**config.mk**
```make
export PLATFORM = sky130hd
export DESIGN_NAME = render_request_queue_top_flat
export DESIGN_NICKNAME = d
export VERILOG_FILES = /design/src/hw/rtl/rrq_pkg.sv /design/src/hw/rtl/rrq_if.sv /design/src/hw/rtl/rrq_mem.sv /design/src/hw/rtl/rrq_ctrl.sv /design/src/hw/rtl/render_request_queue_top.sv /design/src/flat_wrapper.sv
export SDC_FILE = /design/constraint.sdc
export NUM_CORES = 2
export LEC_CHECK = 0
export ABC_CLOCK_PERIOD_IN_PS = 20400
export BUFFER_PORTS_ARGS = -buffer_cell sky130_fd_sc_hd__buf_2
export CAP_MARGIN = 5
export CORE_MARGIN = 4
export CORE_UTILIZATION = 69
export CTS_BUF_LIST = sky130_fd_sc_hd__clkbuf_8
export DETAILED_ROUTE_END_ITERATION = 16
export PLACE_DENSITY = 0.88
export SYNTH_ARGS = -nofsm -noshare
export SYNTH_HDL_FRONTEND = slang
export SYNTH_SLANG_ARGS = --single-unit
```
**constraint.sdc**
```tcl
create_clock -name clk_i -period 20.4 [get_ports clk_i]
set_input_delay 2.04 -clock clk_i [delete_from_list [all_inputs] [get_ports clk_i]]
set_output_delay 2.04 -clock clk_i [all_outputs]
set_load 0.01 [all_outputs]
```
**src/hw/rtl/rrq_pkg.sv**
```systemverilog
`timescale 1ns / 1ps
package rrq_pkg;

  localparam int unsigned QueueDepthDef = 8;

  typedef enum logic [2:0] {
    CMD_SUBMIT  = 3'd0,
    CMD_TAKE    = 3'd1,
    CMD_CLR_CUR = 3'd2,
    CMD_CLR_DOC = 3'd3,
    CMD_QUERY   = 3'd4
  } cmd_e;

  typedef enum logic [3:0] {
    STS_QUEUED      = 4'd0,
    STS_QUEUED_DROP = 4'd1,
    STS_ALREADY     = 4'd2,
    STS_MOVED       = 4'd3,
    STS_REPLACED    = 4'd4,
    STS_CACHED      = 4'd5,
    STS_DEQUEUED    = 4'd6,
    STS_EMPTY       = 4'd7,
    STS_CLEARED     = 4'd8,
    STS_DOC_CLEARED = 4'd9,
    STS_FOUND       = 4'd10,
    STS_NOT_FOUND   = 4'd11
  } status_e;

  typedef enum logic [3:0] {
    S_IDLE,
    S_DISP,
    S_SCAN_RD,
    S_SCAN_EV,
    S_TOP_RD,
    S_TOP_EV,
    S_SWAP_WR,
    S_NOMATCH,
    S_SHIFT_RD,
    S_SHIFT_EV,
    S_SHIFT_FIN,
    S_TAKE_RD,
    S_TAKE_EV,
    S_DONE
  } state_e;

  typedef struct packed {
    logic [7:0]  doc;
    logic [15:0] page;
    logic [1:0]  turns;
    logic [23:0] zoom;
    logic [3:0]  level;
    logic [14:0] row;
    logic [14:0] col;
    logic [31:0] stamp;
  } req_t;

  function automatic logic same_key(req_t a, req_t b);
    return (a.doc == b.doc) && (a.page == b.page) && (a.level == b.level) &&
           (a.row == b.row) && (a.col == b.col);
  endfunction

  function automatic logic same_par(req_t a, req_t b);
    return (a.turns == b.turns) && (a.zoom == b.zoom);
  endfunction

endpackage

```
**src/hw/rtl/rrq_if.sv**
```systemverilog
`timescale 1ns / 1ps
interface rrq_req_if;
  logic        valid;
  logic        ready;
  logic [2:0]  cmd;
  logic [7:0]  doc_id;
  logic [15:0] page;
  logic [1:0]  quarter_turns;
  logic [23:0] zoom_code;
  logic [3:0]  tile_level;
  logic [14:0] tile_y;
  logic [14:0] tile_x;
  logic        already_cached;
  logic [31:0] now;

  modport source (output valid, cmd, doc_id, page, quarter_turns, zoom_code, tile_level,
                  tile_y, tile_x, already_cached, now, input ready);
  modport sink (input valid, cmd, doc_id, page, quarter_turns, zoom_code, tile_level,
                tile_y, tile_x, already_cached, now, output ready);
endinterface

interface rrq_rsp_if;
  logic        valid;
  logic        ready;
  logic [3:0]  status;
  logic [7:0]  out_doc;
  logic [15:0] out_page;
  logic [1:0]  out_turns;
  logic [23:0] out_zoom;
  logic [3:0]  out_level;
  logic [14:0] out_row;
  logic [14:0] out_col;
  logic [31:0] delay;
  logic        queue_empty;
  logic        current_abort;

  modport source (output valid, status, out_doc, out_page, out_turns, out_zoom, out_level,
                  out_row, out_col, delay, queue_empty, current_abort, input ready);
  modport sink (input valid, status, out_doc, out_page, out_turns, out_zoom, out_level,
                out_row, out_col, delay, queue_empty, current_abort, output ready);
endinterface

```
**src/hw/rtl/rrq_mem.sv**
```systemverilog
`timescale 1ns / 1ps
module rrq_mem #(
  parameter int unsigned QUEUE_DEPTH = rrq_pkg::QueueDepthDef,
  localparam int unsigned IW = $clog2(QUEUE_DEPTH)
) (
  input  logic          clk_i,
  input  logic          we_i,
  input  logic [IW-1:0] waddr_i,
  input  rrq_pkg::req_t wdata_i,
  input  logic [IW-1:0] raddr_i,
  output rrq_pkg::req_t rdata_o
);

  rrq_pkg::req_t mem_q [QUEUE_DEPTH];
  rrq_pkg::req_t rdata_q;

  always_ff @(posedge clk_i) begin
    if (we_i) begin
      mem_q[waddr_i] <= wdata_i;
    end
    rdata_q <= mem_q[raddr_i];
  end

  assign rdata_o = rdata_q;

endmodule

```
**src/hw/rtl/rrq_ctrl.sv**
```systemverilog
`timescale 1ns / 1ps
module rrq_ctrl #(
  parameter int unsigned QUEUE_DEPTH = rrq_pkg::QueueDepthDef,
  localparam int unsigned IW = $clog2(QUEUE_DEPTH),
  localparam int unsigned CW = $clog2(QUEUE_DEPTH + 1)
) (
  input  logic          clk_i,
  input  logic          rst_ni,
  rrq_req_if.sink       req,
  rrq_rsp_if.source     rsp,
  output logic          mem_we_o,
  output logic [IW-1:0] mem_waddr_o,
  output rrq_pkg::req_t mem_wdata_o,
  output logic [IW-1:0] mem_raddr_o,
  input  rrq_pkg::req_t mem_rdata_i
);

  rrq_pkg::state_e  state_q, state_d;
  rrq_pkg::cmd_e    cmd_q, cmd_d;
  rrq_pkg::status_e status_q, status_d;
  rrq_pkg::req_t    req_q, req_d, cur_q, cur_d, sav_q, sav_d, ent_q, ent_d;
  logic             cached_q, cached_d;
  logic [IW-1:0]    idx_q, idx_d;
  logic [CW-1:0]    keep_q, keep_d, count_q, count_d;
  logic             cur_valid_q, cur_valid_d, cur_abort_q, cur_abort_d;
  logic [31:0]      delay_q, delay_d;
  logic             out_valid_q, out_valid_d;
  rrq_pkg::status_e out_status_q, out_status_d;
  rrq_pkg::req_t    out_ent_q, out_ent_d;
  logic [31:0]      out_delay_q, out_delay_d;
  logic             out_empty_q, out_empty_d, out_abort_q, out_abort_d;

  logic          cur_key, cur_par, mem_key, mem_par, last, full, out_free;
  logic [CW-1:0] cnt_m1;
  rrq_pkg::req_t in_req;

  assign in_req = '{doc: req.doc_id, page: req.page, turns: req.quarter_turns,
                    zoom: req.zoom_code, level: req.tile_level, row: req.tile_y,
                    col: req.tile_x, stamp: req.now};

  assign cur_key  = cur_valid_q && rrq_pkg::same_key(cur_q, req_q);
  assign cur_par  = rrq_pkg::same_par(cur_q, req_q);
  assign mem_key  = rrq_pkg::same_key(mem_rdata_i, req_q);
  assign mem_par  = rrq_pkg::same_par(mem_rdata_i, req_q);
  assign cnt_m1   = count_q - CW'(1);
  assign last     = (CW'(idx_q) + CW'(1)) == count_q;
  assign full     = count_q == CW'(QUEUE_DEPTH);
  assign out_free = !out_valid_q || rsp.ready;

  assign req.ready = state_q == rrq_pkg::S_IDLE;

  // next state
  always_comb begin
    state_d = state_q;
    case (state_q)
      rrq_pkg::S_IDLE:      if (req.valid) state_d = rrq_pkg::S_DISP;
      rrq_pkg::S_DISP: begin
        case (cmd_q)
          rrq_pkg::CMD_SUBMIT: begin
            if (cur_key && cur_par) state_d = rrq_pkg::S_DONE;
            else if (count_q == '0) state_d = rrq_pkg::S_NOMATCH;
            else state_d = rrq_pkg::S_SCAN_RD;
          end
          rrq_pkg::CMD_TAKE:
            state_d = (count_q == '0) ? rrq_pkg::S_DONE : rrq_pkg::S_TAKE_RD;
          rrq_pkg::CMD_CLR_DOC:
            state_d = (count_q == '0) ? rrq_pkg::S_DONE : rrq_pkg::S_SCAN_RD;
          rrq_pkg::CMD_QUERY:
            state_d = (cur_key || count_q == '0) ? rrq_pkg::S_DONE : rrq_pkg::S_SCAN_RD;
          default: state_d = rrq_pkg::S_DONE;
        endcase
      end
      rrq_pkg::S_SCAN_RD:   state_d = rrq_pkg::S_SCAN_EV;
      rrq_pkg::S_SCAN_EV: begin
        case (cmd_q)
          rrq_pkg::CMD_SUBMIT: begin
            if (mem_key) state_d = mem_par ? rrq_pkg::S_TOP_RD : rrq_pkg::S_DONE;
            else if (last) state_d = rrq_pkg::S_NOMATCH;
            else state_d = rrq_pkg::S_SCAN_RD;
          end
          rrq_pkg::CMD_QUERY:
            state_d = (mem_key || last) ? rrq_pkg::S_DONE : rrq_pkg::S_SCAN_RD;
          default: state_d = last ? rrq_pkg::S_DONE : rrq_pkg::S_SCAN_RD;
        endcase
      end
      rrq_pkg::S_TOP_RD:    state_d = rrq_pkg::S_TOP_EV;
      rrq_pkg::S_TOP_EV:    state_d = rrq_pkg::S_SWAP_WR;
      rrq_pkg::S_SWAP_WR:   state_d = rrq_pkg::S_DONE;
      rrq_pkg::S_NOMATCH:
        state_d = (!cached_q && full) ? rrq_pkg::S_SHIFT_RD : rrq_pkg::S_DONE;
      rrq_pkg::S_SHIFT_RD:  state_d = rrq_pkg::S_SHIFT_EV;
      rrq_pkg::S_SHIFT_EV:
        state_d = (idx_q == IW'(QUEUE_DEPTH - 2)) ? rrq_pkg::S_SHIFT_FIN
                                                  : rrq_pkg::S_SHIFT_RD;
      rrq_pkg::S_SHIFT_FIN: state_d = rrq_pkg::S_DONE;
      rrq_pkg::S_TAKE_RD:   state_d = rrq_pkg::S_TAKE_EV;
      rrq_pkg::S_TAKE_EV:   state_d = rrq_pkg::S_DONE;
      rrq_pkg::S_DONE:      if (out_free) state_d = rrq_pkg::S_IDLE;
      default:              state_d = rrq_pkg::S_IDLE;
    endcase
  end

  // datapath and memory port
  always_comb begin
    cmd_d        = cmd_q;
    req_d        = req_q;
    cached_d     = cached_q;
    status_d     = status_q;
    cur_d        = cur_q;
    sav_d        = sav_q;
    ent_d        = ent_q;
    idx_d        = idx_q;
    keep_d       = keep_q;
    count_d      = count_q;
    cur_valid_d  = cur_valid_q;
    cur_abort_d  = cur_abort_q;
    delay_d      = delay_q;
    out_valid_d  = out_valid_q && !rsp.ready;
    out_status_d = out_status_q;
    out_ent_d    = out_ent_q;
    out_delay_d  = out_delay_q;
    out_empty_d  = out_empty_q;
    out_abort_d  = out_abort_q;
    mem_we_o     = 1'b0;
    mem_waddr_o  = idx_q;
    mem_wdata_o  = mem_rdata_i;
    mem_raddr_o  = idx_q;

    case (state_q)
      rrq_pkg::S_IDLE: begin
        if (req.valid) begin
          cmd_d    = rrq_pkg::cmd_e'(req.cmd);
          req_d    = in_req;
          cached_d = req.already_cached;
        end
      end
      rrq_pkg::S_DISP: begin
        idx_d    = '0;
        keep_d   = '0;
        ent_d    = '0;
        delay_d  = '0;
        status_d = rrq_pkg::STS_NOT_FOUND;
        case (cmd_q)
          rrq_pkg::CMD_SUBMIT: begin
            if (cur_key) begin
              if (cur_par) status_d = rrq_pkg::STS_ALREADY;
              else cur_abort_d = 1'b1;
            end
          end
          rrq_pkg::CMD_TAKE:
            if (count_q == '0) status_d = rrq_pkg::STS_EMPTY;
          rrq_pkg::CMD_CLR_CUR: begin
            cur_valid_d = 1'b0;
            cur_abort_d = 1'b0;
            status_d    = rrq_pkg::STS_CLEARED;
          end
          rrq_pkg::CMD_CLR_DOC: begin
            if (cur_valid_q && cur_q.doc == req_q.doc) cur_abort_d = 1'b1;
            status_d = rrq_pkg::STS_DOC_CLEARED;
          end
          rrq_pkg::CMD_QUERY: begin
            if (cur_key) begin
              delay_d  = req_q.stamp - cur_q.stamp;
              status_d = rrq_pkg::STS_FOUND;
            end
          end
          default: ;
        endcase
      end
      rrq_pkg::S_SCAN_EV: begin
        idx_d = idx_q + IW'(1);
        case (cmd_q)
          rrq_pkg::CMD_SUBMIT: begin
            if (mem_key) begin
              idx_d = idx_q;
              sav_d = mem_rdata_i;
              if (!mem_par) begin
                mem_we_o          = 1'b1;
                mem_wdata_o.turns = req_q.turns;
                mem_wdata_o.zoom  = req_q.zoom;
                status_d          = rrq_pkg::STS_REPLACED;
              end
            end
          end
          rrq_pkg::CMD_QUERY: begin
            if (mem_key) begin
              delay_d  = req_q.stamp - mem_rdata_i.stamp;
              status_d = rrq_pkg::STS_FOUND;
            end
          end
          default: begin
            // compaction: survivors slide down to the keep pointer
            if (mem_rdata_i.doc != req_q.doc) begin
              mem_we_o    = 1'b1;
              mem_waddr_o = keep_q[IW-1:0];
              keep_d      = keep_q + CW'(1);
            end
            if (last) count_d = keep_d;
          end
        endcase
      end
      rrq_pkg::S_TOP_RD:  mem_raddr_o = cnt_m1[IW-1:0];
      rrq_pkg::S_TOP_EV:  mem_we_o = 1'b1;
      rrq_pkg::S_SWAP_WR: begin
        mem_we_o    = 1'b1;
        mem_waddr_o = cnt_m1[IW-1:0];
        mem_wdata_o = sav_q;
        status_d    = rrq_pkg::STS_MOVED;
      end
      rrq_pkg::S_NOMATCH: begin
        idx_d = '0;
        if (cached_q) begin
          status_d = rrq_pkg::STS_CACHED;
        end else if (!full) begin
          mem_we_o    = 1'b1;
          mem_waddr_o = count_q[IW-1:0];
          mem_wdata_o = req_q;
          count_d     = count_q + CW'(1);
          status_d    = rrq_pkg::STS_QUEUED;
        end
      end
      rrq_pkg::S_SHIFT_RD: mem_raddr_o = idx_q + IW'(1);
      rrq_pkg::S_SHIFT_EV: begin
        mem_we_o = 1'b1;
        idx_d    = idx_q + IW'(1);
      end
      rrq_pkg::S_SHIFT_FIN: begin
        mem_we_o    = 1'b1;
        mem_waddr_o = IW'(QUEUE_DEPTH - 1);
        mem_wdata_o = req_q;
        status_d    = rrq_pkg::STS_QUEUED_DROP;
      end
      rrq_pkg::S_TAKE_RD: mem_raddr_o = cnt_m1[IW-1:0];
      rrq_pkg::S_TAKE_EV: begin
        ent_d       = mem_rdata_i;
        cur_d       = mem_rdata_i;
        cur_valid_d = 1'b1;
        cur_abort_d = 1'b0;
        count_d     = cnt_m1;
        status_d    = rrq_pkg::STS_DEQUEUED;
      end
      rrq_pkg::S_DONE: begin
        if (out_free) begin
          out_valid_d  = 1'b1;
          out_status_d = status_q;
          out_ent_d    = ent_q;
          out_delay_d  = delay_q;
          out_empty_d  = count_q == '0;
          out_abort_d  = cur_valid_q && cur_abort_q;
        end
      end
      default: ;
    endcase
  end

  always_ff @(posedge clk_i or negedge rst_ni) begin
    if (!rst_ni) begin
      state_q     <= rrq_pkg::S_IDLE;
      count_q     <= '0;
      cur_q       <= '0;
      cur_valid_q <= 1'b0;
      cur_abort_q <= 1'b0;
      out_valid_q <= 1'b0;
    end else begin
      state_q     <= state_d;
      count_q     <= count_d;
      cur_q       <= cur_d;
      cur_valid_q <= cur_valid_d;
      cur_abort_q <= cur_abort_d;
      out_valid_q <= out_valid_d;
    end
  end

  always_ff @(posedge clk_i) begin
    cmd_q        <= cmd_d;
    req_q        <= req_d;
    cached_q     <= cached_d;
    status_q     <= status_d;
    sav_q        <= sav_d;
    ent_q        <= ent_d;
    idx_q        <= idx_d;
    keep_q       <= keep_d;
    delay_q      <= delay_d;
    out_status_q <= out_status_d;
    out_ent_q    <= out_ent_d;
    out_delay_q  <= out_delay_d;
    out_empty_q  <= out_empty_d;
    out_abort_q  <= out_abort_d;
  end

  assign rsp.valid         = out_valid_q;
  assign rsp.status        = out_status_q;
  assign rsp.out_doc       = out_ent_q.doc;
  assign rsp.out_page      = out_ent_q.page;
  assign rsp.out_turns     = out_ent_q.turns;
  assign rsp.out_zoom      = out_ent_q.zoom;
  assign rsp.out_level     = out_ent_q.level;
  assign rsp.out_row       = out_ent_q.row;
  assign rsp.out_col       = out_ent_q.col;
  assign rsp.delay         = out_delay_q;
  assign rsp.queue_empty   = out_empty_q;
  assign rsp.current_abort = out_abort_q;

endmodule

```
**src/hw/rtl/render_request_queue_top.sv**
```systemverilog
`timescale 1ns / 1ps
// Deduplicating render-request stack.
// req_i carries one command word (submit, take, clear current, clear document,
// query); rsp_o returns exactly one result word for each, in order.
// Both channels move a word on a clock edge where valid and ready are high.
// Queued requests live in a single-port-write, registered-read memory of
// QUEUE_DEPTH entries; the current request and the fill count sit in flops.
// The work after acceptance depends on the command: clear current, take or
// query on an empty queue and a hit on the current request answer without a
// memory access; take reads the top entry; query, clear document and submit
// scan the queued entries; a submit with no queued hit then queues the request
// or reports it cached; a swap to top rewrites the top entry, and a push into a
// full queue shifts every entry down to drop the oldest.
// One command is worked at a time; the entry scan reads and then compares
// one entry at a time through the memory read port.
// The result sits in an output register; the next command is accepted once
// it is loaded, so a stalled rsp_o holds only the following result back.
// Reset (rst_ni low, asynchronous) empties the queue and drops the current
// request; memory contents are left as they are.
module render_request_queue_top #(
  parameter int unsigned QUEUE_DEPTH = rrq_pkg::QueueDepthDef,
  localparam int unsigned IW = $clog2(QUEUE_DEPTH)
) (
  input  logic       clk_i,
  input  logic       rst_ni,
  rrq_req_if.sink    req_i,
  rrq_rsp_if.source  rsp_o
);

  logic          mem_we;
  logic [IW-1:0] mem_waddr, mem_raddr;
  rrq_pkg::req_t mem_wdata, mem_rdata;

  rrq_ctrl #(
    .QUEUE_DEPTH (QUEUE_DEPTH)
  ) u_ctrl (
    .clk_i       (clk_i),
    .rst_ni      (rst_ni),
    .req         (req_i),
    .rsp         (rsp_o),
    .mem_we_o    (mem_we),
    .mem_waddr_o (mem_waddr),
    .mem_wdata_o (mem_wdata),
    .mem_raddr_o (mem_raddr),
    .mem_rdata_i (mem_rdata)
  );

  // request store
  rrq_mem #(
    .QUEUE_DEPTH (QUEUE_DEPTH)
  ) u_mem (
    .clk_i   (clk_i),
    .we_i    (mem_we),
    .waddr_i (mem_waddr),
    .wdata_i (mem_wdata),
    .raddr_i (mem_raddr),
    .rdata_o (mem_rdata)
  );

endmodule
```
**src/flat_wrapper.sv**
```systemverilog
// flat-port wrapper written by rule: the top's interface ports become plain ports
module render_request_queue_top_flat 
#(
  parameter int unsigned QUEUE_DEPTH = rrq_pkg::QueueDepthDef,
  localparam int unsigned IW = $clog2(QUEUE_DEPTH)
)
  (clk_i, rst_ni, req_i_valid, req_i_cmd, req_i_doc_id, req_i_page, req_i_quarter_turns, req_i_zoom_code, req_i_tile_level, req_i_tile_y, req_i_tile_x, req_i_already_cached, req_i_now, req_i_ready, rsp_o_valid, rsp_o_status, rsp_o_out_doc, rsp_o_out_page, rsp_o_out_turns, rsp_o_out_zoom, rsp_o_out_level, rsp_o_out_row, rsp_o_out_col, rsp_o_delay, rsp_o_queue_empty, rsp_o_current_abort, rsp_o_ready);
  rrq_req_if req_i_i ();
  rrq_rsp_if rsp_o_i ();
  input  logic clk_i;
  input  logic rst_ni;
  input wire logic [$bits(req_i_i.valid)-1:0] req_i_valid;
  input wire logic [$bits(req_i_i.cmd)-1:0] req_i_cmd;
  input wire logic [$bits(req_i_i.doc_id)-1:0] req_i_doc_id;
  input wire logic [$bits(req_i_i.page)-1:0] req_i_page;
  input wire logic [$bits(req_i_i.quarter_turns)-1:0] req_i_quarter_turns;
  input wire logic [$bits(req_i_i.zoom_code)-1:0] req_i_zoom_code;
  input wire logic [$bits(req_i_i.tile_level)-1:0] req_i_tile_level;
  input wire logic [$bits(req_i_i.tile_y)-1:0] req_i_tile_y;
  input wire logic [$bits(req_i_i.tile_x)-1:0] req_i_tile_x;
  input wire logic [$bits(req_i_i.already_cached)-1:0] req_i_already_cached;
  input wire logic [$bits(req_i_i.now)-1:0] req_i_now;
  output wire logic [$bits(req_i_i.ready)-1:0] req_i_ready;
  output wire logic [$bits(rsp_o_i.valid)-1:0] rsp_o_valid;
  output wire logic [$bits(rsp_o_i.status)-1:0] rsp_o_status;
  output wire logic [$bits(rsp_o_i.out_doc)-1:0] rsp_o_out_doc;
  output wire logic [$bits(rsp_o_i.out_page)-1:0] rsp_o_out_page;
  output wire logic [$bits(rsp_o_i.out_turns)-1:0] rsp_o_out_turns;
  output wire logic [$bits(rsp_o_i.out_zoom)-1:0] rsp_o_out_zoom;
  output wire logic [$bits(rsp_o_i.out_level)-1:0] rsp_o_out_level;
  output wire logic [$bits(rsp_o_i.out_row)-1:0] rsp_o_out_row;
  output wire logic [$bits(rsp_o_i.out_col)-1:0] rsp_o_out_col;
  output wire logic [$bits(rsp_o_i.delay)-1:0] rsp_o_delay;
  output wire logic [$bits(rsp_o_i.queue_empty)-1:0] rsp_o_queue_empty;
  output wire logic [$bits(rsp_o_i.current_abort)-1:0] rsp_o_current_abort;
  input wire logic [$bits(rsp_o_i.ready)-1:0] rsp_o_ready;
  assign req_i_i.valid = req_i_valid;
  assign req_i_i.cmd = req_i_cmd;
  assign req_i_i.doc_id = req_i_doc_id;
  assign req_i_i.page = req_i_page;
  assign req_i_i.quarter_turns = req_i_quarter_turns;
  assign req_i_i.zoom_code = req_i_zoom_code;
  assign req_i_i.tile_level = req_i_tile_level;
  assign req_i_i.tile_y = req_i_tile_y;
  assign req_i_i.tile_x = req_i_tile_x;
  assign req_i_i.already_cached = req_i_already_cached;
  assign req_i_i.now = req_i_now;
  assign req_i_ready = req_i_i.ready;
  assign rsp_o_valid = rsp_o_i.valid;
  assign rsp_o_status = rsp_o_i.status;
  assign rsp_o_out_doc = rsp_o_i.out_doc;
  assign rsp_o_out_page = rsp_o_i.out_page;
  assign rsp_o_out_turns = rsp_o_i.out_turns;
  assign rsp_o_out_zoom = rsp_o_i.out_zoom;
  assign rsp_o_out_level = rsp_o_i.out_level;
  assign rsp_o_out_row = rsp_o_i.out_row;
  assign rsp_o_out_col = rsp_o_i.out_col;
  assign rsp_o_delay = rsp_o_i.delay;
  assign rsp_o_queue_empty = rsp_o_i.queue_empty;
  assign rsp_o_current_abort = rsp_o_i.current_abort;
  assign rsp_o_i.ready = rsp_o_ready;
  render_request_queue_top #(.QUEUE_DEPTH(QUEUE_DEPTH)) u_core (.clk_i(clk_i), .rst_ni(rst_ni), .req_i(req_i_i), .rsp_o(rsp_o_i));
endmodule
```
==> results.json <==
{
  "max_stage_delay_ps": 890,
  "drc": 0,
  "yosys-top-cells-area": "edfxtp_1 (64%), nand2_1 (6.4%), dfrtp_1 (4.8%), nand3_1 (4.5%), dfxtp_1 (3.5%)",
  "cts_inserted_buffers": 234,
  "synth_top_area_share_pct": 63.8,
  "netlist_area_mm2": 0.0665,
  "relSlewSlack_pct": 20.6,
  "rsz0062_at_grt": "no",
  "grt_pass1_vias": 44000,
  "post-route-util_pct": 77.0,
  "setup_ws_ps": 14250,
  "hpwl_mm": 102,
  "switchingPower_mw": 5.60,
  "clockBufferDepth": 3,
  "cpMaxStageDelayCell": "nor4_1",
  "n_fill_cell": 5037,
  "routabilityCongestion": 0.942,
  "syn_to_final_growth_pct": 10.5,
  "grt_pass1_wl_mm": 263,
  "synthArstFlopShare_pct": 7.67,
  "met1_usage_pct": 45.4,
  "viasPerCell": 6.58,
  "cap_viol_max_count": 0,
  "critPathLaunchType": "flip-flop",
  "finalSetupViolCount": 0,
  "clock-sinks": 1656,
  "final.setup.tns_ps": 0,
  "path_cells": "xor2_1 -> nor4_1 -> nand4_1 -> nor4_4 -> nand3_2 -> nand2_1 -> a22o_1 -> nand2b_1 -> nor2_4 -> buf_4 -> buf_4",
  "drt_first_pass_iters": 13,
  "place_area_mm2": 0.0688,
  "ys_ff_latch": 1656,
  "ys_warn_count": 0,
  "cts-root-buf": "clkbuf_8",
  "swShare_pct": 41.8,
  "postSynthAreaPerCell_um2": 12.9,
  "hold-worst-slack_ps": 407,
  "whs_path_depth": 0,
  "hold_class": "reg2reg",
  "grt_overflow": 0,
  "r2r_cells": 11,
  "drt_iter0_drc": 8239,
  "wl_mm": 174,
  "core_area_mm2": 0.0953,
  "postLayoutCellArea_mm2": 0.0734,
  "power_frac_comb_pct": 39.9,
  "cts_resized": 0,
  "worstSkewPairLatency_ps": 920,
  "period_minus_slack_ps": 6150,
  "crit_arrival_ps": 6660,
  "gr-usage-met2_pct": 53.9,
  "p_int_mw": 7.80,
  "clock_power_share_pct": 18.8,
  "worst_pin_slew_ps": 1190,
  "yosysUniqueCellTypes": 74,
  "synth_ff_type": "edfxtp_1",
  "hold_viol": 0,
  "finalMaxSlewViolations": 0,
  "vias": 45300,
  "yosysMostFrequentCell": "edfxtp_1",
  "ys_seq_area_share_pct": 72.1,
  "critPathCaptureType": "flip-flop",
  "status": "finished, final reports clean",
  "ir_worst_vdd_v": 0.000198,
  "design.die.area_mm2": 0.101,
  "nets": 5609,
  "wl_per_cell_um": 25.3,
  "path_common_cell": "buf_4",
  "hold_buffers": 0,
  "htreeDepth": 4,
  "p_leak_nw": 28.5,
  "gr-max-usage-layer": "met2",
  "clock.fmax_mhz": 162,
  "cts_tree": "yes",
  "post_cts_buffers": 0,
  "portBuffers": 247,
  "start_util_pct": 69.7,
  "p_seq_share_pct": 41.2,
  "skew_ps": 55.8,
  "synth_edf_count": 1413,
  "syn_nets": 5350,
  "synth_top_area_cell": "edfxtp_1",
  "grt_max_degree": 245,
  "period_share_pct": 30.2,
  "crit_fanout": 53,
  "antenna_found_initial": 10,
  "die_h_um": 318,
  "row_count": 113,
  "place_ws_ps": 14460,
  "clk_pin_slew_ps": 60,
  "critPathKind": "reg2reg",
  "syn_inst": 5157,
  "power.density_mw_per_mm2": 182,
  "worstPathRequired_ps": 20910,
  "yosys-top-cells-count": "edfxtp_1 (1413), nand2_1 (1137), nand3_1 (603)",
  "use_met3_pct": 7.47,
  "grt_use_total_pct": 33.8,
  "layout-drive-gt1-share_pct": 11.6,
  "die_x_um": 318,
  "antenna_left": 0,
  "io-pin-count": 248
}
[final cells by class]
type,instances,area [um2],share of cell area (%)
Sequential cell,1656,47900,65.3
Timing Repair Buffer,296,1690,2.30
Tap cell,1265,1580,2.16
Multi-Input combinational cell,3027,16900,23.0
Antenna cell,4,10.0,0.0136
Clock inverter,179,1020,1.39
Inverter,201,754,1.03
Clock buffer,259,3560,4.86
[cell families after synthesis]
logic type,synth area share [%]
buf+inv,2.77
mux,0.113
flops,72.1
fa+ha+maj,1.32
xor+xnor,3.03
simple gates,13.7
compound gates,6.99
[metrics by stage]
| stage | power (mW) | cells |
|---|---|---|
| 4_1_cts | 13.2 | 6883 |
| 3_5_place_dp | 10.6 | 6445 |
| 3_3_place_gp | 10.3 | 6445 |
| 6_report | 13.4 | 6887 |
| 5_1_grt | 14.0 | 6884 |
| 2_1_floorplan | 9.01 | 5157 |
[state kept, by name, indices dropped and copies added, names as in the netlist, 8 cells and up]
| signal | cells |
|---|---|
| u_core.u_ctrl.rsp.delay | 32 |
| u_core.u_ctrl.rsp.out_col | 15 |
| u_core.u_ctrl.rsp.out_row | 15 |
| u_core.u_ctrl.delay_q | 32 |
| u_core.u_ctrl.cur_q | 116 |
| u_core.u_ctrl.rsp.out_page | 16 |
| u_core.u_ctrl.rsp.out_doc | 8 |
| u_core.u_mem.rdata_o | 116 |
| u_core.u_ctrl.ent_q | 84 |
| u_core.u_ctrl.req_q | 116 |
| u_core.u_ctrl.rsp.out_zoom | 24 |
| u_core.u_mem.mem_q | 928 |
| u_core.u_ctrl.sav_q | 116 |
[routing by layer]
layer,wire [um],part of all wire (%)
met1,60700,35
met5,26,0.015
met4,8860,5.1
met2,82800,47
met3,22100,13
[worst max-delay path: cells and delay by family (launching register included)]
family                 cells  cell delay, ps
AO/OA/AOI/OAI              1             160
XOR/XNOR                   1             220
AND/OR/NAND/NOR            7            3230
buffers and inverters      2            1600
flip-flops                 1             460
[cell usage in the layout, fill, tap and decap left out, types with 15 or more instances in the layout]
| cell type | n |
|---|---|
| xor2_1 | 150 |
| buf_4 | 43 |
| dfrtp_1 | 127 |
| o21ai_0 | 206 |
| nand3_1 | 602 |
| nor2_1 | 61 |
| nor4_1 | 35 |
| a222oi_1 | 115 |
| inv_1 | 303 |
| clkbuf_8 | 259 |
| clkinv_2 | 28 |
| xnor2_1 | 80 |
| clkinv_1 | 24 |
| a21oi_1 | 72 |
| nand2b_1 | 23 |
| o21a_1 | 15 |
| buf_2 | 246 |
| nor2b_1 | 15 |
| nand4_1 | 24 |
| edfxtp_1 | 1413 |
| ha_1 | 67 |
| o22ai_1 | 33 |
| nor3_1 | 18 |
| a21o_1 | 116 |
| nand2_1 | 1136 |
| dfxtp_1 | 116 |
| and2_1 | 89 |
[final timing paths]
| check | startpoint | endpoint | slack [ps] |
|---|---|---|---|
| setup / recovery | u_core.u_ctrl.req_q[112] | u_core.u_mem.mem_q[1][111] | 14250 |
| hold / removal | u_core.u_ctrl.delay_q[16] | u_core.u_ctrl.rsp.delay[16] | 410 |
| setup reg to reg | u_core.u_ctrl.req_q[112] | u_core.u_mem.mem_q[1][111] | 14250 |
| hold reg to reg | u_core.u_ctrl.delay_q[16] | u_core.u_ctrl.rsp.delay[16] | 410 |
| max in group asynchronous | rst_ni | u_core.u_ctrl.cur_q[63] | 18110 |
| min in group asynchronous | rst_ni | u_core.u_ctrl.cur_q[98] | 1010 |
[power by group through the flow]
stage	clock network (mW)	logic [mW]	registers, mW
CTS	2.53	5.21	5.49
global placement	0	4.85	5.48
global route	2.70	5.77	5.56
detailed placement	0	5.09	5.54
finish	2.52	5.35	5.52
floorplan	0	3.55	5.46
No activity file was read; power rests on OpenSTA's default activity.
